<file path="config.mk">
export PLATFORM = sky130hd
export DESIGN_NAME = slsaf_front
export DESIGN_NICKNAME = d
export VERILOG_FILES = /design/src/hdl/slsaf_pkg.sv /design/src/hdl/slsaf_front.sv
export SDC_FILE = /design/constraint.sdc
export NUM_CORES = 1
export LEC_CHECK = 0
export BUFFER_PORTS_ARGS = -buffer_cell sky130_fd_sc_hd__clkbuf_2
export CORE_UTILIZATION = 55
export CTS_BUF_LIST = sky130_fd_sc_hd__clkbuf_4
export DETAILED_ROUTE_END_ITERATION = 16
export GPL_TIMING_DRIVEN = 0
export PLACE_DENSITY = 0.78
export SYNTH_ARGS = -nofsm -noshare
export SYNTH_HDL_FRONTEND = slang
export SYNTH_SLANG_ARGS = --single-unit
</file>
<file path="constraint.sdc">
create_clock -name clk -period 6.61 [get_ports clk]
set_input_delay 1.6525 -clock clk [delete_from_list [all_inputs] [get_ports clk]]
set_output_delay 1.6525 -clock clk [all_outputs]
set_load 0.03 [all_outputs]
</file>
<file path="src/hdl/slsaf_pkg.sv">
// shared types for the square level set area fraction pipeline
`default_nettype none
package slsaf_pkg;

  typedef enum logic [2:0] {
    MODE_EMPTY,
    MODE_FULL,
    MODE_TRI_IN,
    MODE_TRI_OUT,
    MODE_TRAP,
    MODE_DIAG_SPLIT,
    MODE_DIAG_JOIN
  } mode_t;

  typedef struct packed {
    mode_t      mode;
    logic [1:0] rot;
  } ctl_t;

endpackage
`default_nettype wire

</file>
<file path="src/hdl/slsaf_front.sv">
// corner classification, rotation choice and divider operand setup
`default_nettype none
module slsaf_front #(
  parameter int W = 16
) (
  input  logic                  clk,
  input  logic                  rst_n,
  input  logic                  in_valid,
  output logic                  in_ready,
  input  logic [3:0][W-1:0]     ring,
  output logic                  out_valid,
  input  logic                  out_ready,
  output logic [3:0][W-1:0]     num,
  output logic [3:0][W-1:0]     den,
  output slsaf_pkg::ctl_t       ctl
);
  import slsaf_pkg::*;

  logic                 v_r;
  logic                 en;
  logic [3:0][W-1:0]    num_r, num_nxt;
  logic [3:0][W-1:0]    den_r, den_nxt;
  ctl_t                 ctl_r, ctl_nxt;

  assign en       = !v_r || out_ready;
  assign in_ready = en;

  always_comb begin
    logic [3:0]         ins;
    logic [2:0]         cnt;
    logic [1:0]         rot;
    logic               found;
    logic               ok;
    logic signed [W+1:0] centre;
    logic signed [W:0]  neg_ext;
    logic [W:0]         sum;
    logic [W-1:0]       mag;
    logic [W-1:0]       other;
    logic [1:0]         nb;
    logic [1:0]         r2;
    logic [1:0]         rr;
    ins     = '0;
    cnt     = '0;
    centre  = '0;
    neg_ext = '0;
    sum     = '0;
    mag     = '0;
    other   = '0;
    for (int k = 0; k < 4; k++) begin
      ins[k] = ring[k][W-1];
      cnt    = cnt + {2'b00, ring[k][W-1]};
      centre = centre + {{2{ring[k][W-1]}}, ring[k]};
    end
    rot   = '0;
    found = 1'b0;
    for (int r = 0; r < 4; r++) begin
      rr = 2'(r);
      nb = rr + 2'd1;
      r2 = rr + 2'd2;
      case (cnt)
        3'd3:    ok = !ins[rr];
        3'd1:    ok = ins[rr];
        default: ok = ins[rr] && (ins[nb] || ins[r2]);
      endcase
      if (ok && !found) begin
        rot   = rr;
        found = 1'b1;
      end
    end
    // one divider lane per ring edge k to k+1
    for (int k = 0; k < 4; k++) begin
      nb = 2'(k) + 2'd1;
      if (ins[k] && ins[nb]) begin
        num_nxt[k] = W'(1);
        den_nxt[k] = W'(1);
      end else if (!ins[k] && !ins[nb]) begin
        num_nxt[k] = '0;
        den_nxt[k] = W'(1);
      end else begin
        neg_ext    = ins[k] ? -{ring[k][W-1], ring[k]} : -{ring[nb][W-1], ring[nb]};
        mag        = neg_ext[W-1:0];
        other      = ins[k] ? ring[nb] : ring[k];
        sum        = {1'b0, mag} + {1'b0, other};
        num_nxt[k] = mag;
        den_nxt[k] = sum[W-1:0];
      end
    end
    ctl_nxt.rot = rot;
    nb = rot + 2'd1;
    case (cnt)
      3'd0:    ctl_nxt.mode = MODE_EMPTY;
      3'd1:    ctl_nxt.mode = MODE_TRI_IN;
      3'd2: begin
        if (ins[nb])             ctl_nxt.mode = MODE_TRAP;
        else if (centre[W+1])    ctl_nxt.mode = MODE_DIAG_SPLIT;
        else                     ctl_nxt.mode = MODE_DIAG_JOIN;
      end
      3'd3:    ctl_nxt.mode = MODE_TRI_OUT;
      default: ctl_nxt.mode = MODE_FULL;
    endcase
  end

  always_ff @(posedge clk) begin
    if (!rst_n) begin
      v_r <= 1'b0;
    end else if (en) begin
      v_r <= in_valid;
    end
  end

  always_ff @(posedge clk) begin
    if (en && in_valid) begin
      num_r <= num_nxt;
      den_r <= den_nxt;
      ctl_r <= ctl_nxt;
    end
  end

  assign out_valid = v_r;
  assign num       = num_r;
  assign den       = den_r;
  assign ctl       = ctl_r;

endmodule
`default_nettype wire

</file>
==> results.tsv <==
metric	value	unit
full die area	0.02184	mm^2
worst slew pin tran	0.9638	ns
IO Count	203	
Max Slew Vio Count	0	
Placed Area	0.01307	mm^2
clock tree buffer depth	2	
antenna violations before repair	2	
placed wire-length estimate	29370	um
Root Buffer	clkbuf_4	
Synth Warn #	0	
Util after Layout	65.29	%
CP max stage cell	clkbuf_1	
Gate power share	41.9	%
drt via density	5.967	
R2R Path Start	out_valid	
status	finished clean	
Pleak	5.809	nW
final setup TNS	0	ns
critical path's largest stage delay	0.61	ns
clk slew on worst S/H paths	0.13	ns
synthesis-to-layout area growth	14.81	%
Fin. Hold Viols	0	
post-route clock period utilization	81.86	%
core footprint	0.02056	mm^2
antenna viol nets, final	0	
internal power	0.001873	W
Reg2Reg Depth	3	
DRC errors left	0	
Setup Buffers After CTS	0	
Seq/Total Area, Yosys	34.33	%
Rel. slew slack	35.75	%
Layout Cells excl Fill	1733	
total grt overflow	0	
Period minus WS final	5.411	ns
Main synth FF type	edfxtp_1	
cts bufs inserted	17	
Clk Latency, worst-skew pair	0.57	ns
CP startpoint	ring[15]	
wire per inst	20.88	um
worst hold-check path type	flip-flop to flip-flop	
commonest non-fill, non-tap cells in the layout	clkbuf_2, edfxtp_1, nand2_1	
GRT Overall Usage	33.26	%
number of max-cap violations	0	
fill count	1790	
Max Clock Skew	0.01601	ns
Mean Syn Cell Area	9.528	um^2
Max Clk Rate	184.8	MHz
post_cts resized	0	
layout net count	1643	
Cell variety after synth	68	
CTS Hold Bufs	0	
buffers added on ports	201	
largest net degree at the start of global routing	69	
critical path, cell by cell	clkbuf_2 -> clkbuf_1 -> clkbuf_1 -> clkbuf_1 -> nand2_1 -> o21ai_0 -> ha_1 -> clkbuf_1 -> a2111oi_0 -> o21ai_0 -> a211oi_1 -> o21ai_0 -> xnor2_1 -> nor2_1	
Syn Nets	1422	
Largest delay share family, worst path	buffers and inverters	
CP Capture Point	den[13]	
placed cell count	1699	
final setup fails	0	
#FFs+latches synth	134	
R2R Setup Slk	4.72	ns
share of cells above drive strength 1	21.22	%
Reg power frac	35.6	%
net load switching power	0.001186	W
cell repeated most along the worst path	clkbuf_1	
pwr/cell area	227.9	mW/mm^2
peak supply drop	0.1449	mV
Mapped Area	0.01169	mm^2
Detailed Route Iter0 Violations	877	
Clock Sinks	134	
Bufs and invs on worst path	5	
stages on the worst setup path	14	
most common cell after layout, fill and taps aside	clkbuf_2	
Die Ht	147.8	um
die width	147.8	um
critical path class	primary input to flip-flop	
number of synthesized flops with an enable pin	133	
critical path arrival	5.75	ns
Worst setup SP type	primary input	
Critical R2R Capture	num[17]	
routability cong.	0.9714	
cell area after layout	0.01342	mm^2
unrepaired setup endpoints after global routing	false	
Initial Util	56.86	%
worst endpoint required time	6.95	ns
crit path max fanout	11	
Post-synth ARST share	0	%
first-pass GRT wire length	53960	um
Post-Route WL	36180	um
sw frac	38.78	%
std cell rows	52	
TritonCTS clock tree	done	
worst hold slack	0.5467	ns
vias post-DR	10341	
vias in the first global route	9899	
Worst Setup End Kind	flip-flop	
Clk network pwr share	22.4	%
H-Tree Level Count	4	
Synth Instances	1227	
drt first pass iters	7	
[power groups by stage]
| stage | sequential, W | clock (W) | combinational (W) |
|---|---|---|---|
| final | 0.00109 | 0.000686 | 0.00128 |
| after global routing | 0.00110 | 0.000717 | 0.00139 |
| after CTS | 0.00109 | 0.000689 | 0.00127 |
| after detailed placement | 0.00111 | 0 | 0.00125 |
| after global placement | 0.00112 | 0 | 0.00123 |
| after floorplan | 0.00131 | 0 | 0.000712 |
[stage by stage]
stage | total power (W) | setup WS, ns
2_1_floorplan | 0.002018 | 1.022
5_1_grt | 0.003206 | 0.9585
3_5_place_dp | 0.002365 | 0.7559
4_1_cts | 0.003047 | 1.380
6_report | 0.003059 | 1.199
3_3_place_gp | 0.002347 | 0.2298
[cell usage after synthesis, types with 8 or more instances]
| cell type | count | area, um^2 |
|---|---|---|
| o21ai_0 | 90 | 450.4 |
| a211oi_1 | 14 | 105.1 |
| ha_1 | 90 | 1126 |
| fa_1 | 37 | 740.7 |
| xnor2_1 | 68 | 595.6 |
| mux2_2 | 59 | 664.4 |
| a21oi_1 | 46 | 230.2 |
| nand2b_1 | 10 | 62.56 |
| nand4_1 | 22 | 137.6 |
| and3_1 | 13 | 81.33 |
| nand2_1 | 113 | 424.2 |
| nor4_1 | 9 | 56.30 |
| nor3_1 | 40 | 200.2 |
| o211ai_1 | 10 | 75.07 |
| clkbuf_1 | 31 | 116.4 |
| a21o_1 | 18 | 135.1 |
| edfxtp_1 | 133 | 3994 |
| nor2_1 | 70 | 262.8 |
| inv_1 | 105 | 394.1 |
| nand3_1 | 19 | 95.09 |
| mux2i_1 | 8 | 80.08 |
| o21a_1 | 10 | 75.07 |
| o21bai_1 | 10 | 75.07 |
| xor2_1 | 19 | 166.4 |
| and2_1 | 74 | 462.9 |
[per-layer routing]
metal | track usage, % | part of all wire [%] | vias to the layer above
met2 | 52.03 | 46 | 473
li1 | - | - | 4854
met5 | 0 | 0 | -
met4 | 14.33 | 3.5 | 0
met1 | 44.55 | 43 | 4934
met3 | 7.253 | 8.4 | 80
[layout make-up]
cell class              instances  area (um^2)  area share, %
clock inverters                12        202.7          1.510
inverters                     107        401.6          2.992
multi-input cells             948         7134          53.15
repair buffers                202         1033          7.699
clock buffers                  20        150.1          1.119
well taps                     270        337.8          2.517
plain buffers                  38        143.9          1.072
flip-flops and latches        134         4014          29.90
diodes                          2        5.005        0.03729
[sequential cells by signal, indices dropped and copies added (netlist names)]
name / cells
ctl: 5
den: 64
num: 64
out_valid: 1
[cells by family (layout without fill, tap and decap cells)]
| group | after synthesis | in the layout | synth area share [%] |
|---|---|---|---|
| XOR/XNOR | 87 | 87 | 6.518 |
| flip-flops | 134 | 134 | 34.33 |
| buffers and inverters | 145 | 379 | 4.666 |
| other | 0 | 2 | 0 |
| adder cells (fa/ha/maj) | 127 | 127 | 15.97 |
| multiplexers | 67 | 67 | 6.368 |
| AND/OR/NAND/NOR | 417 | 417 | 18.61 |
| AO/OA/AOI/OAI | 250 | 250 | 13.54 |
[worst reg2reg max path, cell delays in order (launching register included)]
cell      delay [ns]
dfxtp_1         0.33
nand2b_1        0.10
and2_4          0.69
buf_16          0.36
[worst min-delay path by stage]
stage | from | cells past startpoint | slack [ns] | end
2_1_floorplan | out_valid | 2 | 0.88 | out_valid
3_3_place_gp | out_valid | 2 | 0.51 | out_valid
3_5_place_dp | out_valid | 2 | 0.53 | out_valid
4_1_cts | out_valid | 2 | 0.55 | out_valid
5_1_grt | out_valid | 2 | 0.59 | out_valid
6_report | out_valid | 2 | 0.55 | out_valid
No activity file was read; power rests on OpenSTA's default activity.
