===== src/hdl/slsaf_pkg.sv =====
// shared types for the square level set area fraction pipeline
`default_nettype none
package slsaf_pkg;

  typedef enum logic [2:0] {
    MODE_EMPTY,
    MODE_FULL,
    MODE_TRI_IN,
    MODE_TRI_OUT,
    MODE_TRAP,
    MODE_DIAG_SPLIT,
    MODE_DIAG_JOIN
  } mode_t;

  typedef struct packed {
    mode_t      mode;
    logic [1:0] rot;
  } ctl_t;

endpackage
`default_nettype wire


===== src/hdl/slsaf_divider.sv =====
// four-lane restoring divider, one quotient bit per stage
`default_nettype none
module slsaf_divider #(
  parameter int W = 16,
  parameter int F = 12
) (
  input  logic                  clk,
  input  logic                  rst_n,
  input  logic                  in_valid,
  output logic                  in_ready,
  input  logic [3:0][W-1:0]     num,
  input  logic [3:0][W-1:0]     den,
  input  slsaf_pkg::ctl_t       in_ctl,
  output logic                  out_valid,
  input  logic                  out_ready,
  output logic [3:0][F:0]       frac,
  output slsaf_pkg::ctl_t       out_ctl
);
  import slsaf_pkg::*;

  localparam int S = F + 1;

  logic [S-1:0]            v_r;
  logic [S-1:0]            en;
  logic [3:0][W-1:0]       rem_r [S];
  logic [3:0][W-1:0]       den_r [S];
  logic [3:0][F:0]         q_r   [S];
  ctl_t                    ctl_r [S];

  always_comb begin
    en[S-1] = !v_r[S-1] || out_ready;
    for (int k = S - 2; k >= 0; k--) begin
      en[k] = !v_r[k] || en[k+1];
    end
  end
  assign in_ready = en[0];

  for (genvar k = 0; k < S; k++) begin : g_stage
    logic [3:0][W-1:0] rem_nxt;
    logic [3:0][F:0]   q_nxt;
    logic              v_in;

    if (k == 0) begin : g_first
      assign v_in = in_valid;
      always_comb begin
        for (int l = 0; l < 4; l++) begin
          // integer bit: num never exceeds den
          if (num[l] >= den[l]) begin
            rem_nxt[l] = num[l] - den[l];
            q_nxt[l]   = (F+1)'(1);
          end else begin
            rem_nxt[l] = num[l];
            q_nxt[l]   = '0;
          end
        end
      end
      always_ff @(posedge clk) begin
        if (en[k] && v_in) begin
          den_r[k] <= den;
          ctl_r[k] <= in_ctl;
        end
      end
    end else begin : g_next
      assign v_in = v_r[k-1];
      always_comb begin
        logic [W:0] r2;
        logic [W:0] dx;
        logic [W:0] diff;
        for (int l = 0; l < 4; l++) begin
          r2   = {rem_r[k-1][l], 1'b0};
          dx   = {1'b0, den_r[k-1][l]};
          diff = r2 - dx;
          if (r2 >= dx) begin
            rem_nxt[l] = diff[W-1:0];
            q_nxt[l]   = {q_r[k-1][l][F-1:0], 1'b1};
          end else begin
            rem_nxt[l] = r2[W-1:0];
            q_nxt[l]   = {q_r[k-1][l][F-1:0], 1'b0};
          end
        end
      end
      always_ff @(posedge clk) begin
        if (en[k] && v_in) begin
          den_r[k] <= den_r[k-1];
          ctl_r[k] <= ctl_r[k-1];
        end
      end
    end

    always_ff @(posedge clk) begin
      if (!rst_n) begin
        v_r[k] <= 1'b0;
      end else if (en[k]) begin
        v_r[k] <= v_in;
      end
    end

    always_ff @(posedge clk) begin
      if (en[k] && v_in) begin
        rem_r[k] <= rem_nxt;
        q_r[k]   <= q_nxt;
      end
    end
  end

  assign out_valid = v_r[S-1];
  assign frac      = q_r[S-1];
  assign out_ctl   = ctl_r[S-1];

endmodule
`default_nettype wire


===== config.mk =====
export PLATFORM = sky130hd
export DESIGN_NAME = slsaf_divider
export DESIGN_NICKNAME = d
export VERILOG_FILES = /design/src/hdl/slsaf_pkg.sv /design/src/hdl/slsaf_divider.sv
export SDC_FILE = /design/constraint.sdc
export NUM_CORES = 2
export LEC_CHECK = 0
export ABC_AREA = 1
export CAP_MARGIN = 20
export CORE_UTILIZATION = 30
export CTS_CLUSTER_SIZE = 12
export DETAILED_ROUTE_END_ITERATION = 8
export DONT_BUFFER_PORTS = 1
export GPL_TIMING_DRIVEN = 0
export PLACE_DENSITY_LB_ADDON = 0.2
export SLEW_MARGIN = 20
export SYNTH_ARGS = -nofsm -noshare
export SYNTH_HDL_FRONTEND = slang
export SYNTH_SLANG_ARGS = --single-unit
export TNS_END_PERCENT = 5

===== constraint.sdc =====
create_clock -name clk -period 17.5 [get_ports clk]
set_input_delay 0.875 -clock clk [delete_from_list [all_inputs] [get_ports clk]]
set_output_delay 0.875 -clock clk [all_outputs]
set_load 0.01 [all_outputs]

==> metrics.md <==
| Metric | Value |
|---|---|
| Outcome | complete, no violations |
| Highest fanout seen on the critical path | 23 |
| Layout overhead on the synthesized area | 14.0% |
| Flops & latches, synth | 1978 |
| CTS clk-pin slew, worst paths | ~0.06 ns |
| Unrepaired setup endpoints after global routing | no |
| Mapped Avg Cell Area | approximately 9.7 sq um |
| Boundary Pins | 196 |
| Placed Cells incl. Taps | between 15000 and 20000 |
| Number of synthesized flops with an enable pin | approximately 2000 |
| Maximum achievable frequency | around 0.28 GHz |
| Maximum number of pins on one net before global-route repair | roughly 100 |
| Count of endpoints failing hold in the final timing report | 0 |
| First-pass GRT wire length | approximately 420 mm |
| Number of instances in the synthesized netlist | ~11000 |
| Final weighted congestion in routability-driven placement | approximately 0.9 |
| Switching power total | between 2 and 3 mW |
| Summed area of non-filler cells in the final layout | about 0.13 sq mm |
| Overall routed net length | around 270 mm |
| Number of antenna violations at the first check in global routing | 1 |
| Number of DRC violations after detailed-routing iteration 0 | between 3000 and 4000 |
| Final standard cell utilization of the core | between 30% and 40% |
| Height of the die | slightly above 600 microns |
| Max-cap violations | 0 |
| Yosys warning total | 0 |
| Share of the yosys chip area belonging to registers | a little over half |
| NumNets Final | 12800 |
| Total number of clock tree sinks | between 1500 and 2000 |
| Half-perimeter wire length of the detailed placement result | 211 mm |
| Part of the total power dissipated in combinational logic | about an eighth |
| Average detailed-routed wire length per instance | between 15 and 20 microns |
| Post-Syn Nets | between 10000 and 15000 |
| Via count of the routed design | roughly 77000 |
| Port Buf Inserts | 0 |
| Number of iterations in the first detailed-routing pass | 6 |
| Root Driver | clkbuf_16 |
| Largest voltage drop on the vdd net | around 80 uV |
| Overall die area | ~0.37 sq mm |
| Clock buffer count from CTS | 224 |
| Cell area after placement | roughly 0.12 sq mm |
| Met2 WL post-DR | between 100 and 150 mm |
| Share of total power in the clock network | roughly two fifths |
| P_leak | 52.3 nW |
| Period utilisation layout | roughly 20% |
| Worst-case clock skew | 0.0529 ns |
| Number of cells in the finished layout apart from fillers | roughly 17000 |
| Top FF cell, synth | edfxtp_1 |
| R2R cell count | 15 |
| Clk buf depth | 4 |
| Pint | between 8 and 9 mW |
| Row count | approximately 220 |
| Tightest Pin Transition | between 0.7 and 0.8 ns |
| Critical setup path kind | register to register |
| Launching element type of the critical path | register |
| Endpoint of the worst-slack reg-to-reg timing path | q_r[0][0]$_DFFE_PP_ |
| Total length of routed met3 wires | roughly 8.4 mm |
| Max Slew Vio Count | 0 |
| Endpoint class of the critical path | register |
| Cell variety after synth | 49 |
| DRC violation count after routing | 0 |
| Worst Hold Class | input port to register |
| Capture point of the critical path | q_r[0][0]$_DFFE_PP_ |
| Highest-count cells in the layout ignoring fill and taps | nand2_1 (2003), edfxtp_1 (1965), inv_1 (1636) |
| H-Tree Depth | 4 |
| Global Route Usage Sum | 14.0% |
| Crit Reg-Reg Startpoint | out_valid$_SDFFE_PN0P_ |
| Power density over the cells | 90.1 mW/mm^2 |
| Number of global-route vias before repair | 79000 |
| Number of cells upsized or downsized after cts | 0 |
| Via count normalized by instance count | around 4.6 |
| Final count of negative-setup-slack endpoints | 0 |
| Initial core utilization | 30.2% |
| Die span in x | 611 microns |
| Share of total power in sequential cells | a little under half |
| Minimum setup slack among reg-to-reg paths | about 14 ns |
| GRT Residual Overflow | 0 |
| Layout cell share with drive strength beyond 1 | 5.01% |
| Share of total power consumed by net switching | approximately a quarter |
| Setup crit start | out_valid$_SDFFE_PN0P_ |
| TNS Setup | 0 ns |
| Post-detailed-route count of antenna-violating nets | 0 |
| Synthesized cell area | between 0.1 and 0.15 sq mm |
| Met1 Routed Length | ~120 mm |
| Top Metal Used | met4 |
| Most common library cell in the layout ignoring fill and taps | nand2_1 |
| Pwr Total | about 11 mW |
| Max-slew headroom | roughly 50% |
| Clk Latency, worst-skew pair | approximately 0.9 ns |
| TritonCTS clock tree | yes |
| Ys async rst share | 0% |
| Arrival time worst endpoint | between 4 and 5 ns |
| Minimum period implied by the final worst setup slack | roughly 3.6 ns |
| Required @ worst endpoint | around 18 ns |
| Std-Cell Core Area | 0.369 sq mm |
==> final cells by class <==
cell class	count	area, sq um
clock buffers	274	5900
flip-flops and latches	1978	59300
well taps	4950	6190
multi-input cells	7680	45100
fillers	38100	242000
clock inverters	133	1320
diodes	2	5.00
inverters	1647	6230
plain buffers	146	970
repair buffers	123	2040
==> state kept, by name, summed over array words and instances, names as in the netlist <==
| name | cells |
|---|---|
| rem_r | 768 |
| den_r | 768 |
| g_stage.v_in | 12 |
| out_valid | 1 |
| ctl_r | 65 |
| q_r | 364 |
==> worst min path at each step <==
stage | cells after the start | slack [ns] | to | start
finish | 2 | 0.17 | rem_r[0][59]$_DFFE_PP_ | num[59]
global route | 2 | 0.11 | rem_r[0][22]$_DFFE_PP_ | num[22]
floorplan | 0 | 0.40 | ctl_r[0][10]$_DFFE_PP_ | ctl_r[0][5]$_DFFE_PP_
detailed placement | 0 | 0.40 | ctl_r[0][25]$_DFFE_PP_ | ctl_r[0][20]$_DFFE_PP_
CTS | 2 | 0.07 | rem_r[0][59]$_DFFE_PP_ | num[59]
global placement | 0 | 0.40 | ctl_r[0][13]$_DFFE_PP_ | ctl_r[0][8]$_DFFE_PP_
==> layer usage <==
| layer | vias up | GRT usage [%] |
|---|---|---|
| met1 | 35900 | 18.1 |
| met4 | 0 | 3.93 |
| met2 | 900 | 24.4 |
| met5 | - | 0 |
| li1 | 40000 | - |
| met3 | 398 | 1.86 |
==> power groups by stage <==
stage | combinational, mW | clock (mW) | sequential, mW
6_report | 1.35 | 4.65 | 5.45
5_1_grt | 1.53 | 4.98 | 5.47
4_1_cts | 1.36 | 4.82 | 5.45
3_5_place_dp | 1.34 | 0 | 5.55
3_3_place_gp | 1.33 | 0 | 5.57
2_1_floorplan | 1.01 | 0 | 5.52
==> critical path, cell delays in order (launching register included) <==
cell,delay (ns)
dfxtp_1,0.48
nand3_2,0.17
nor2_4,0.17
nand4_2,0.14
nor2_2,0.25
nand2_2,0.09
nor2_2,0.21
nand3_2,0.15
nor2_2,0.25
a21oi_4,0.21
buf_16,0.22
buf_16,0.18
buf_16,0.17
buf_16,0.18
buf_16,0.17
buf_16,0.17
==> per-stage QoR <==
step / hold slack, ns / setup WS, ns
4_1_cts: 0.0688 / 13.94
6_report: 0.175 / 13.94
3_5_place_dp: 0.405 / 13.47
2_1_floorplan: 0.400 / 7.37
3_3_place_gp: 0.400 / 1.72
5_1_grt: 0.107 / 13.71
==> synth_stat cells (4+ instances only) <==
master	instances	area [sq um]
a21boi_0	44	330
a21boi_1	44	330
a21o_1	102	766
a21oi_1	1217	6090
a311oi_1	44	385
a31oi_1	96	601
buf_2	66	330
buf_4	71	533
buf_6	6	67.6
dfxtp_1	13	260
edfxtp_1	1965	59000
fa_1	48	961
ha_1	828	10400
inv_1	1642	6160
nand2_1	2003	7520
nand3_1	550	2750
nand3_2	5	50.1
nand3b_1	31	233
nand4_1	167	1040
nor2_1	1263	4740
nor2_2	5	31.3
nor3_1	160	801
o2111ai_1	4	35.0
o211ai_1	48	360
o21ai_0	315	1580
o21ai_1	27	135
o21ai_2	56	490
o21bai_1	17	128
xnor2_1	353	3090
xor2_1	231	2020
==> kinds of logic after synthesis <==
family,share of synthesized area [%]
XOR/XNOR,4.59
AND/OR/NAND/NOR,15.5
buffers and inverters,6.42
flip-flops,53.2
AO/OA/AOI/OAI,10.1
adder cells (fa/ha/maj),10.2
==> repair_timing <==
| action | in CTS | in global routing |
|---|---|---|
| endpoints found under the hold margin | 69 | 0 |
| buffers inserted | 0 | 0 |
| hold buffers | 69 | 0 |
Note: power is estimated with default switching activity, not from simulation.
