File: config.mk
export PLATFORM = sky130hd
export DESIGN_NAME = slsaf_area
export DESIGN_NICKNAME = d
export VERILOG_FILES = /design/src/hdl/slsaf_pkg.sv /design/src/hdl/slsaf_area.sv
export SDC_FILE = /design/constraint.sdc
export NUM_CORES = 1
export LEC_CHECK = 0
export BUFFER_PORTS_ARGS = -buffer_cell sky130_fd_sc_hd__buf_2
export CORE_ASPECT_RATIO = 0.7
export CORE_MARGIN = 1
export CORE_UTILIZATION = 60
export CTS_BUF_LIST = sky130_fd_sc_hd__clkbuf_2 sky130_fd_sc_hd__clkbuf_4 sky130_fd_sc_hd__clkbuf_8
export DETAILED_ROUTE_END_ITERATION = 8
export PLACE_DENSITY = 0.76
export SLEW_MARGIN = 5
export SYNTH_ARGS = -nofsm -noshare
export SYNTH_HDL_FRONTEND = slang
export SYNTH_SLANG_ARGS = --single-unit
File: constraint.sdc
create_clock -name clk -period 7.3 [get_ports clk]
set_input_delay 0.365 -clock clk [delete_from_list [all_inputs] [get_ports clk]]
set_output_delay 0.365 -clock clk [all_outputs]
set_load 0.05 [all_outputs]
File: src/hdl/slsaf_pkg.sv
// shared types for the square level set area fraction pipeline
`default_nettype none
package slsaf_pkg;

  typedef enum logic [2:0] {
    MODE_EMPTY,
    MODE_FULL,
    MODE_TRI_IN,
    MODE_TRI_OUT,
    MODE_TRAP,
    MODE_DIAG_SPLIT,
    MODE_DIAG_JOIN
  } mode_t;

  typedef struct packed {
    mode_t      mode;
    logic [1:0] rot;
  } ctl_t;

endpackage
`default_nettype wire

File: src/hdl/slsaf_area.sv
// area assembly: operand select, products, final sum and complement
`default_nettype none
module slsaf_area #(
  parameter int F = 12
) (
  input  logic                  clk,
  input  logic                  rst_n,
  input  logic                  in_valid,
  output logic                  in_ready,
  input  logic [3:0][F:0]       frac,
  input  slsaf_pkg::ctl_t       ctl,
  output logic                  out_valid,
  input  logic                  out_ready,
  output logic [F:0]            area
);
  import slsaf_pkg::*;

  localparam logic [F:0] ONE = (F+1)'(1) << F;

  logic [2:0]      v_r;
  logic [2:0]      en;
  logic [F:0]      a1_r, b1_r, a2_r, b2_r, trap_r;
  logic [F:0]      a1_nxt, b1_nxt, a2_nxt, b2_nxt, trap_nxt;
  mode_t           mode_a_r, mode_b_r;
  logic [2*F+1:0]  m1_r, m2_r;
  logic [F:0]      trap_b_r;
  logic [F:0]      area_r, area_nxt;

  assign en[2]    = !v_r[2] || out_ready;
  assign en[1]    = !v_r[1] || en[2];
  assign en[0]    = !v_r[0] || en[1];
  assign in_ready = en[0];

  always_comb begin
    logic [F:0]   e0, e1, e2, e3;
    logic [F+1:0] tsum;
    logic         comp;
    e0   = frac[ctl.rot];
    e1   = frac[ctl.rot + 2'd1];
    e2   = frac[ctl.rot + 2'd2];
    e3   = frac[ctl.rot + 2'd3];
    tsum = {1'b0, e3} + {1'b0, e1};
    comp = (ctl.mode == MODE_TRI_OUT) || (ctl.mode == MODE_DIAG_SPLIT);
    a1_nxt   = comp ? ONE - e3 : e3;
    // outside triangles sit at the two outside corners
    b1_nxt   = (ctl.mode == MODE_DIAG_SPLIT) ? ONE - e2 : (comp ? ONE - e0 : e0);
    trap_nxt = tsum[F+1:1];
    case (ctl.mode)
      MODE_DIAG_SPLIT: begin
        a2_nxt = ONE - e0;
        b2_nxt = ONE - e1;
      end
      MODE_DIAG_JOIN: begin
        a2_nxt = e1;
        b2_nxt = e2;
      end
      default: begin
        a2_nxt = '0;
        b2_nxt = '0;
      end
    endcase
  end

  always_comb begin
    logic [2*F+2:0] s;
    logic [F:0]     tri_sum;
    s       = {1'b0, m1_r} + {1'b0, m2_r};
    tri_sum = s[2*F+1:F+1];
    case (mode_b_r)
      MODE_EMPTY:      area_nxt = '0;
      MODE_FULL:       area_nxt = ONE;
      MODE_TRI_IN:     area_nxt = tri_sum;
      MODE_DIAG_JOIN:  area_nxt = tri_sum;
      MODE_TRI_OUT:    area_nxt = ONE - tri_sum;
      MODE_DIAG_SPLIT: area_nxt = ONE - tri_sum;
      MODE_TRAP:       area_nxt = trap_b_r;
      default:         area_nxt = '0;
    endcase
  end

  always_ff @(posedge clk) begin
    if (!rst_n) begin
      v_r <= '0;
    end else begin
      if (en[0]) v_r[0] <= in_valid;
      if (en[1]) v_r[1] <= v_r[0];
      if (en[2]) v_r[2] <= v_r[1];
    end
  end

  always_ff @(posedge clk) begin
    if (en[0] && in_valid) begin
      a1_r     <= a1_nxt;
      b1_r     <= b1_nxt;
      a2_r     <= a2_nxt;
      b2_r     <= b2_nxt;
      trap_r   <= trap_nxt;
      mode_a_r <= ctl.mode;
    end
    if (en[1] && v_r[0]) begin
      m1_r     <= a1_r * b1_r;
      m2_r     <= a2_r * b2_r;
      trap_b_r <= trap_r;
      mode_b_r <= mode_a_r;
    end
    if (en[2] && v_r[1]) begin
      area_r <= area_nxt;
    end
  end

  assign out_valid = v_r[2];
  assign area      = area_r;

endmodule
`default_nettype wire

==> impl_metrics.ini, run 1 <==
[run_status]
status = finished clean

[timing]
setup-tns-final_ns = 0
setup_viol = 0
period_needed_ns = 6.09
rsz0062_at_grt = no
skew_ns = 0.0172
worstMarginPinSlew_ns = 0.955
fin_ws_ns = 1.21
relSlewSlack_pct = 36.3
period_share_pct = 83.4
drv_slew = 0
final-hold-violation-count = 0
clock.fmax_ghz = 0.164

[place]
pre_cts_slack_ns = 1.26
gp_congestion = 0.998
hpwl_um = 42500
dp_cells = 2589
portBuffers = 75
placed_area_sq_um = 21000

[grt]
antenna_found_initial = 0
grt_overflow = 0
track_usage_pct = 31.0
grt_pass1_vias = 15100
grt_max_degree = 69
grt_pass1_wl_um = 81900

[clocking]
ctsResizeCount = 0
clk_latency_ns = 0.48
h-tree-depth = 4
cts_sinks = 152
cts_tree = yes
cts-root-buf = clkbuf_8
postCtsSetupBuffers = 0
cts_buffers = 17
clkTransAtPathRegs_ns = 0.09
cts_buffer_depth = 2
ctsHoldBuffers = 0

[floorplanning]
dieArea_sq_um = 34600
core_sq_um = 32800
die_w_um = 222
num_rows = 55
io_pins = 76
fp.dieH_um = 156
start_util_pct = 61.9

[logic_synthesis]
synth_edf_count = 149
synth_seq_area_share_pct = 22.3
yosys_register_bits = 152
synthDistinctLibCells = 79
synthArstFlopShare_pct = 0
synthCells = 2165
netlist_area_sq_um = 20300
syn_nets = 2652
yosysWarnings = 0
ys.flop_type = edfxtp_1
syn_avg_cell_area_sq_um = 9.39

[worst_setup_path]
cp_num_cells = 20
cpPeakStageDelay_ns = 0.60
path_cells = and2_1 > fa_1 > inv_1 > fa_1 > inv_1 > fa_1 > inv_1 > fa_1 > fa_1 > inv_1 > ha_1 > inv_1 > o21bai_1 > a2111oi_0 > o41ai_1 > nand3_1 > a31oi_1 > a41o_1 > a21oi_1 > xnor2_1
startpoint = a1_r[7]
r2r_slack_ns = 1.21
slowest_stage = edfxtp_1
cp.required_ns = 7.54
arrival_ns = 6.33
criticalPathCategory = reg2reg
cp-endpoint = m1_r[24]
cpLargestDelayFamily = adder cells
r2r_cells = 20
crit_buf_inv = 5
cp_max_fo = 13
r2r-start = a1_r[7]
startpoint_type = flop
setup.worst_path.end_class = flop
worst_r2r_endpoint = m1_r[24]

[job]
cap_violations = 0

[layout]
drive_above_1_share_pct = 7.61
final_nets = 2668
antenna_cells = 0
final_cell_area_sq_um = 21400
fillCellCount = 2611
fin_cells = 2621
syn_to_final_growth_pct = 5.14

[route]
wirelength_um = 51600
vias_per_cell = 5.72
drc = 0
drt_iter0_markers = 1387
dr.pass1.iters = 6
num_vias = 15000
antenna_left = 0
avgRoutedWirePerCell_um = 19.7

[min_path]
holdCritPathClass = in2reg
==> placed cells by master, fill, tap and decap left out, drive strengths merged, types with 20 or more instances in the layout <==
cell type,count
inv,398
nand2,266
fa,243
ha,183
and2,170
edfxtp,149
buf,80
nor2,77
xnor2,75
o21ai,72
mux2i,69
a21oi,69
xor2,44
nand3,27
mux2,26
a21o,20
==> worst min-delay path by stage <==
stage	startpoint	endpoint	cells after the start
3_5_place_dp	trap_r[2]	trap_b_r[2]	0
6_report	rst_n	v_r[2]	2
2_1_floorplan	mode_a_r[0]	mode_b_r[0]	0
4_1_cts	rst_n	v_r[2]	2
5_1_grt	rst_n	v_r[2]	2
3_3_place_gp	trap_r[2]	trap_b_r[2]	0
==> state kept, by name, summed over array words and instances (netlist names) <==
signal	flops
a1_r	13
a2_r	13
area	13
b1_r	13
b2_r	13
m1_r	26
m2_r	26
mode_a_r	3
mode_b_r	3
trap_b_r	13
trap_r	13
v_r	3
==> layer usage <==
layer  up-vias  track usage, %  share of wire [%]
met3        66            9.68                 11
met5         -               0                  0
met2       692            44.6                 41
li1       7015               -                  -
met1      7224            45.1                 46
met4         0            8.56                2.2
==> area by class of cell <==
type | count | area [sq um] | share of cell area [%]
clock buffer | 17 | 234 | 1.09
multi-input combinational | 1540 | 14000 | 65.7
sequential | 152 | 4530 | 21.2
inverter | 390 | 1460 | 6.85
tap | 427 | 534 | 2.50
timing repair buffer | 80 | 413 | 1.93
clock inverter | 15 | 158 | 0.738
==> logic make-up after synthesis <==
| family | synth area share, % |
|---|---|
| adders and majority gates | 35.2 |
| buffers and inverters | 8.79 |
| muxes | 4.97 |
| and+or+nand+nor | 15.5 |
| AOI/OAI and AO/OA | 8.05 |
| DFF | 22.3 |
| xor gates and xnor gates | 5.16 |
==> per-stage QoR <==
stage | hold WS (ns) | util, %
after floorplan | 0.400 | -
after global placement | 0.404 | 63.9
final | 0.115 | 65.1
after global routing | 0.115 | 65.1
after detailed placement | 0.405 | 63.9
after CTS | 0.0922 | 65.1
==> Yosys cell counts (all sizes together) (6+ instances only) <==
cell type,n,area share (%)
mux2,26,1.4
clkbuf,70,1.3
nor2b,9,0.28
o21bai,9,0.33
xnor2,75,3.3
or2,7,0.22
nor2,77,1.4
edfxtp,149,22
inv,390,7.2
a21o,20,0.74
mux2i,69,3.4
and3,18,0.56
buf,13,0.30
o22ai,18,0.55
or3,6,0.18
a21boi,8,0.30
fa,243,24
nor3b,11,0.41
and2,170,5.2
ha,183,11
nand2,266,4.9
o211ai,8,0.30
nor3,19,0.52
a31oi,8,0.25
nand3,27,0.73
o21ai,72,1.8
o21a,6,0.22
xor2,44,1.9
a21oi,69,1.7
Power of run 1 is not shown: default switching activity piles up to over one toggle a cycle in this logic, so the estimate is an artifact.
==> inputs of run 2 (changes only) <==
--- a/config.mk
+++ b/config.mk
@@ -11,7 +11,7 @@
 export CORE_UTILIZATION = 60
 export CTS_BUF_LIST = sky130_fd_sc_hd__clkbuf_2 sky130_fd_sc_hd__clkbuf_4 sky130_fd_sc_hd__clkbuf_8
 export DETAILED_ROUTE_END_ITERATION = 8
-export PLACE_DENSITY = 0.76
+export PLACE_DENSITY = 0.79
 export SLEW_MARGIN = 5
 export SYNTH_ARGS = -nofsm -noshare
 export SYNTH_HDL_FRONTEND = slang
==> constraint.sdc (replaced) <==
create_clock -name clk -period 4.9 [get_ports clk]
set_input_delay 0.245 -clock clk [delete_from_list [all_inputs] [get_ports clk]]
set_output_delay 0.245 -clock clk [all_outputs]
set_load 0.05 [all_outputs]
==> run 2 against run 1 <==
Against the previous run: the run now ends with negative setup slack left; sequential share of layout area fell by 2.2 points; highest routed layer is now met5; sequential cell count did not move; final cell count rose by 8.2%; core utilization rose by 7.5 points; via count rose by 7.3%; die area did not move; wire length rose by 3.8%.
==> impl_metrics.ini, run 2 (synthesized netlist as in run 1, its figures left out) <==
[run_status]
status = finished with violations
violations = negative setup slack

[clocking]
cts_buffers = 17
cts_buffer_depth = 2
h-tree-depth = 4
clkTransAtPathRegs_ns = 0.10
cts_tree = yes
cts-root-buf = clkbuf_8
cts_sinks = 152
clk_latency_ns = 0.49

[job]
cap_violations = 0

[layout]
layout_commonest_cell = inv_1
syn_to_final_growth_pct = 17.2
reg_top3 = m1_r x26, m2_r x26
final_cell_mix = 369 x inv_1, 262 x nand2_1, 239 x fa_1, 178 x buf_4, 169 x ha_1
final_nets = 2884
antenna_cells = 0
drive_above_1_share_pct = 20.0
final_cell_area_sq_um = 23800

[floorplanning]
fp.dieH_um = 156
num_rows = 55
core_sq_um = 32800
start_util_pct = 61.9
die_w_um = 222
dieArea_sq_um = 34600
io_pins = 76

[place]
portBuffers = 75
placed_area_sq_um = 22800
gp_congestion = 0.983
hpwl_um = 43900

[timing]
setup_viol = 25
worstMarginPinSlew_ns = 1.15
fin_ws_ns = -0.653
period_needed_ns = 5.55
skew_ns = 0.0205
relSlewSlack_pct = 23.6
clock.fmax_ghz = 0.180
final-hold-violation-count = 0
period_share_pct = 113
rsz0062_at_grt = yes
hold_ws_ns = 0.0496
drv_slew = 0

[min_path]
holdCritPathClass = in2reg

[route]
avgRoutedWirePerCell_um = 18.9
drt_iter0_markers = 1153
dr.pass1.iters = 5
vias_per_cell = 5.67
wirelength_um = 53500
drc = 0
antenna_left = 0
num_vias = 16100

[worst_setup_path]
arrival_ns = 5.79
setup.worst_path.end_class = flop
startpoint_type = flop
cp.required_ns = 5.13
cp_max_fo = 8
criticalPathCategory = reg2reg

[grt]
antenna_found_initial = 1
grt_max_degree = 43
grt_overflow = 0
grt_pass1_wl_um = 85600
track_usage_pct = 32.0
grt_pass1_vias = 16400
==> run 2: cell count changes in the layout (fill, tap and decap cells not counted), sizes merged <==
cell and delta:
clkinv +2, clkinvlp -2, inv -4, buf +215, dlygate4sd3 +1, bufinv +2
==> run 2: cell type report <==
class,instances,area (sq um)
multi-input combinational,1540,14600
fill,2334,9010
tap,427,534
inverter,390,1460
sequential,152,4530
clock buffer,17,234
timing repair buffer,296,2280
clock inverter,13,170
==> run 2: timing repair <==
item / in CTS / in global routing
pin swaps: 51 / 50
hold endpoints to repair: 2 / 0
hold buffers: 1 / 0
setup endpoints to repair: 25 / 27
setup buffers: 23 / 15
gates cloned: 0 / 0
gates resized for setup: 62 / 45
==> run 2: through the flow <==
step,setup TNS [ns],util (%),setup WS [ns],cells
2_1_floorplan,-1.08,-,-0.402,2165
3_3_place_gp,-8.11,69.4,-0.674,2775
3_5_place_dp,-10.31,69.4,-0.800,2775
4_1_cts,-8.01,71.9,-0.604,2825
5_1_grt,-13.21,72.6,-0.842,2835
6_report,-9.03,72.6,-0.653,2835
==> run 2: metal layers <==
metal	routed length, um	track usage (%)	share of wire, %	up-vias
li1	-	-	-	7460
met1	24500	45.3	46	7907
met2	23300	49.6	44	622
met3	4250	6.89	7.9	96
met4	1440	9.56	2.7	2
met5	13	0	0.024	-
==> run 2: path summary, 6_finish.rpt <==
check,from,to,slack (ns),cells past startpoint
hold / removal,ctl[4],mode_a_r[2],0.05,1
setup / recovery,a1_r[6],m1_r[25],-0.65,21
hold reg to reg,trap_r[1],trap_b_r[1],0.42,0
setup reg to reg,a1_r[6],m1_r[25],-0.65,21
==> run 2: critical path: stages (launching register included) <==
cell and delay, ns:
edfxtp_1 0.57, and2_1 0.25, fa_1 0.49, inv_1 0.05, fa_1 0.47, inv_1 0.05
fa_1 0.45, fa_1 0.52, inv_2 0.05, fa_1 0.49, inv_2 0.05, ha_4 0.16
nor4_1 0.37, a21oi_2 0.08, a41oi_2 0.22, o31ai_2 0.10, nand4_1 0.11, nand3_2 0.09
o41a_1 0.33, a21o_1 0.17, a21oi_2 0.12, xnor2_1 0.09
Power of run 2 is left out for the same reason.
==> inputs of run 3 (changes only) <==
--- a/config.mk
+++ b/config.mk
@@ -6,12 +6,12 @@
 export NUM_CORES = 1
 export LEC_CHECK = 0
 export BUFFER_PORTS_ARGS = -buffer_cell sky130_fd_sc_hd__buf_2
-export CORE_ASPECT_RATIO = 0.7
+export CORE_ASPECT_RATIO = 1.5
 export CORE_MARGIN = 1
 export CORE_UTILIZATION = 60
 export CTS_BUF_LIST = sky130_fd_sc_hd__clkbuf_2 sky130_fd_sc_hd__clkbuf_4 sky130_fd_sc_hd__clkbuf_8
 export DETAILED_ROUTE_END_ITERATION = 8
-export PLACE_DENSITY = 0.79
+export PLACE_DENSITY_LB_ADDON = 0.3
 export SLEW_MARGIN = 5
 export SYNTH_ARGS = -nofsm -noshare
 export SYNTH_HDL_FRONTEND = slang
==> run 3 against run 2 <==
Against the previous run: the flow finishes with violations (design-rule violations, negative setup slack); first-iteration DRC count fell by 35%; largest cell class unchanged; core utilization rose by 0.12 points; final cell count rose by 1.3%; sequential cell count did not move; setup slack improved by 0.034 ns; worst hold slack improved by 0.043 ns; register-to-register slack improved by 0.03 ns; critical path depth did not move; wire length barely moved; die area barely moved; critical path type unchanged.
==> impl_metrics.ini, run 3 (synthesized netlist as in run 1, its figures left out) <==
[timing]
clock.fmax_ghz = 0.181
relSlewSlack_pct = 34.0
period_share_pct = 113
period_needed_ns = 5.52
skew_ns = 0.0154
final-hold-violation-count = 0
worstMarginPinSlew_ns = 0.988
fin_ws_ns = -0.619
hold_ws_ns = 0.0921
setup_viol = 25
drv_slew = 0
rsz0062_at_grt = yes

[grt]
antenna_found_initial = 0
busiest_layer = met2
use_met3_pct = 3.01
grt_pass1_wl_um = 83900
grt_overflow = 0
gr-usage-met1_pct = 33.8
track_usage_pct = 31.6
grt_pass1_vias = 16800
use_met2_pct = 59.4
grt_max_degree = 69

[clocking]
cts_tree = yes
cts_buffers = 17
h-tree-depth = 4
cts_sinks = 152
clk_latency_ns = 0.50
cts_buffer_depth = 2
cts-root-buf = clkbuf_8
clkTransAtPathRegs_ns = 0.10

[job]
cap_violations = 0

[worst_setup_path]
cpPeakStageDelay_ns = 0.53
cp_max_fo = 3
r2r_cells = 21
cpLargestDelayFamily = adder cells
crit_buf_inv = 6
r2r_slack_ns = -0.62
path_cells = buf_6 > and2_4 > fa_1 > inv_1 > fa_1 > inv_1 > fa_1 > inv_1 > fa_1 > fa_1 > inv_2 > ha_4 > inv_4 > o21bai_4 > a2111oi_4 > o41ai_4 > nand3_2 > a31oi_4 > a41o_1 > a21oi_2 > xnor2_1
criticalPathCategory = reg2reg
slowest_stage = fa_1
startpoint_type = flop
cp.required_ns = 5.16
arrival_ns = 5.78
setup.worst_path.end_class = flop
r2r-start = b1_r[1]
timing.critical_path.mode_cell = fa_1
worst_r2r_endpoint = m1_r[24]

[floorplanning]
start_util_pct = 61.0
dieArea_sq_um = 34600
io_pins = 76
num_rows = 82
fp.dieH_um = 227
core_sq_um = 33300
die_w_um = 152

[layout]
final_cell_area_sq_um = 24200
final_nets = 2924
reg_top3 = m1_r x26, m2_r x26
layout_commonest_cell = inv_1
syn_to_final_growth_pct = 19.2
drive_above_1_share_pct = 22.7
final_cell_mix = 364 x inv_1, 260 x nand2_1, 235 x fa_1, 214 x buf_4, 163 x ha_1

[place]
hpwl_um = 43400
gp_congestion = 1.03
portBuffers = 75
placed_area_sq_um = 22700

[run_status]
status = finished with violations
violations = design-rule violations, negative setup slack

[route]
drt_iter0_markers = 747
drc = 6
dr.pass1.iters = 7
vias_per_cell = 5.61
num_vias = 16100
avgRoutedWirePerCell_um = 18.6
antenna_left = 0
wirelength_um = 53500

[min_path]
hold_end = v_r[0]
holdCritPathClass = in2reg
hold_depth = 3
min-delay-start = in_valid
==> run 3: metrics by stage <==
stage / worst slack (ns) / setup TNS [ns] / cells / util [%]
after floorplan: -0.402 / -1.08 / 2165 / -
final: -0.619 / -8.73 / 2871 / 72.7
after detailed placement: -0.685 / -9.15 / 2780 / 68.2
after global routing: -0.771 / -12.55 / 2870 / 72.7
after global placement: -0.537 / -6.59 / 2780 / 68.2
after CTS: -0.529 / -6.51 / 2838 / 70.9
==> run 3: layout make-up <==
class / count / area, sq um
multi-input cells: 1540 / 14800
clock inverters: 15 / 176
fillers: 2320 / 9110
flip-flops and latches: 152 / 4530
well taps: 420 / 526
inverters: 390 / 1470
repair buffers: 336 / 2510
clock buffers: 17 / 234
diodes: 1 / 2.50
==> run 3: worst max path at each step <==
stage                        from  endpoint  slack, ns  cells after the start
after global placement    b1_r[1]  m1_r[25]      -0.54                     21
after detailed placement  b1_r[1]  m1_r[25]      -0.69                     23
final                     b1_r[1]  m1_r[24]      -0.62                     21
after floorplan           a1_r[6]  m1_r[25]      -0.40                     22
after global routing      b2_r[1]  m2_r[25]      -0.77                     22
after CTS                 b1_r[1]  m1_r[25]      -0.53                     21
==> run 3: routing by layer <==
layer | routed length, um | vias up
li1 | - | 7519
met1 | 19700 | 7952
met2 | 28300 | 468
met3 | 1890 | 167
met4 | 3550 | 0
met5 | 0 | -
==> run 3: repair_timing <==
action / 4_1_cts / 5_1_grt
gates resized for setup: 71 / 90
hold endpoints to repair: 6 / 0
setup buffers: 27 / 36
setup endpoints to repair: 25 / 26
pin swaps: 42 / 70
hold buffers: 4 / 0
==> run 3: worst min-delay path: stages <==
cell and delay (ns):
buf_2 0.09, inv_1 0.10, a21boi_0 0.10
Power of run 3 is left out for the same reason.
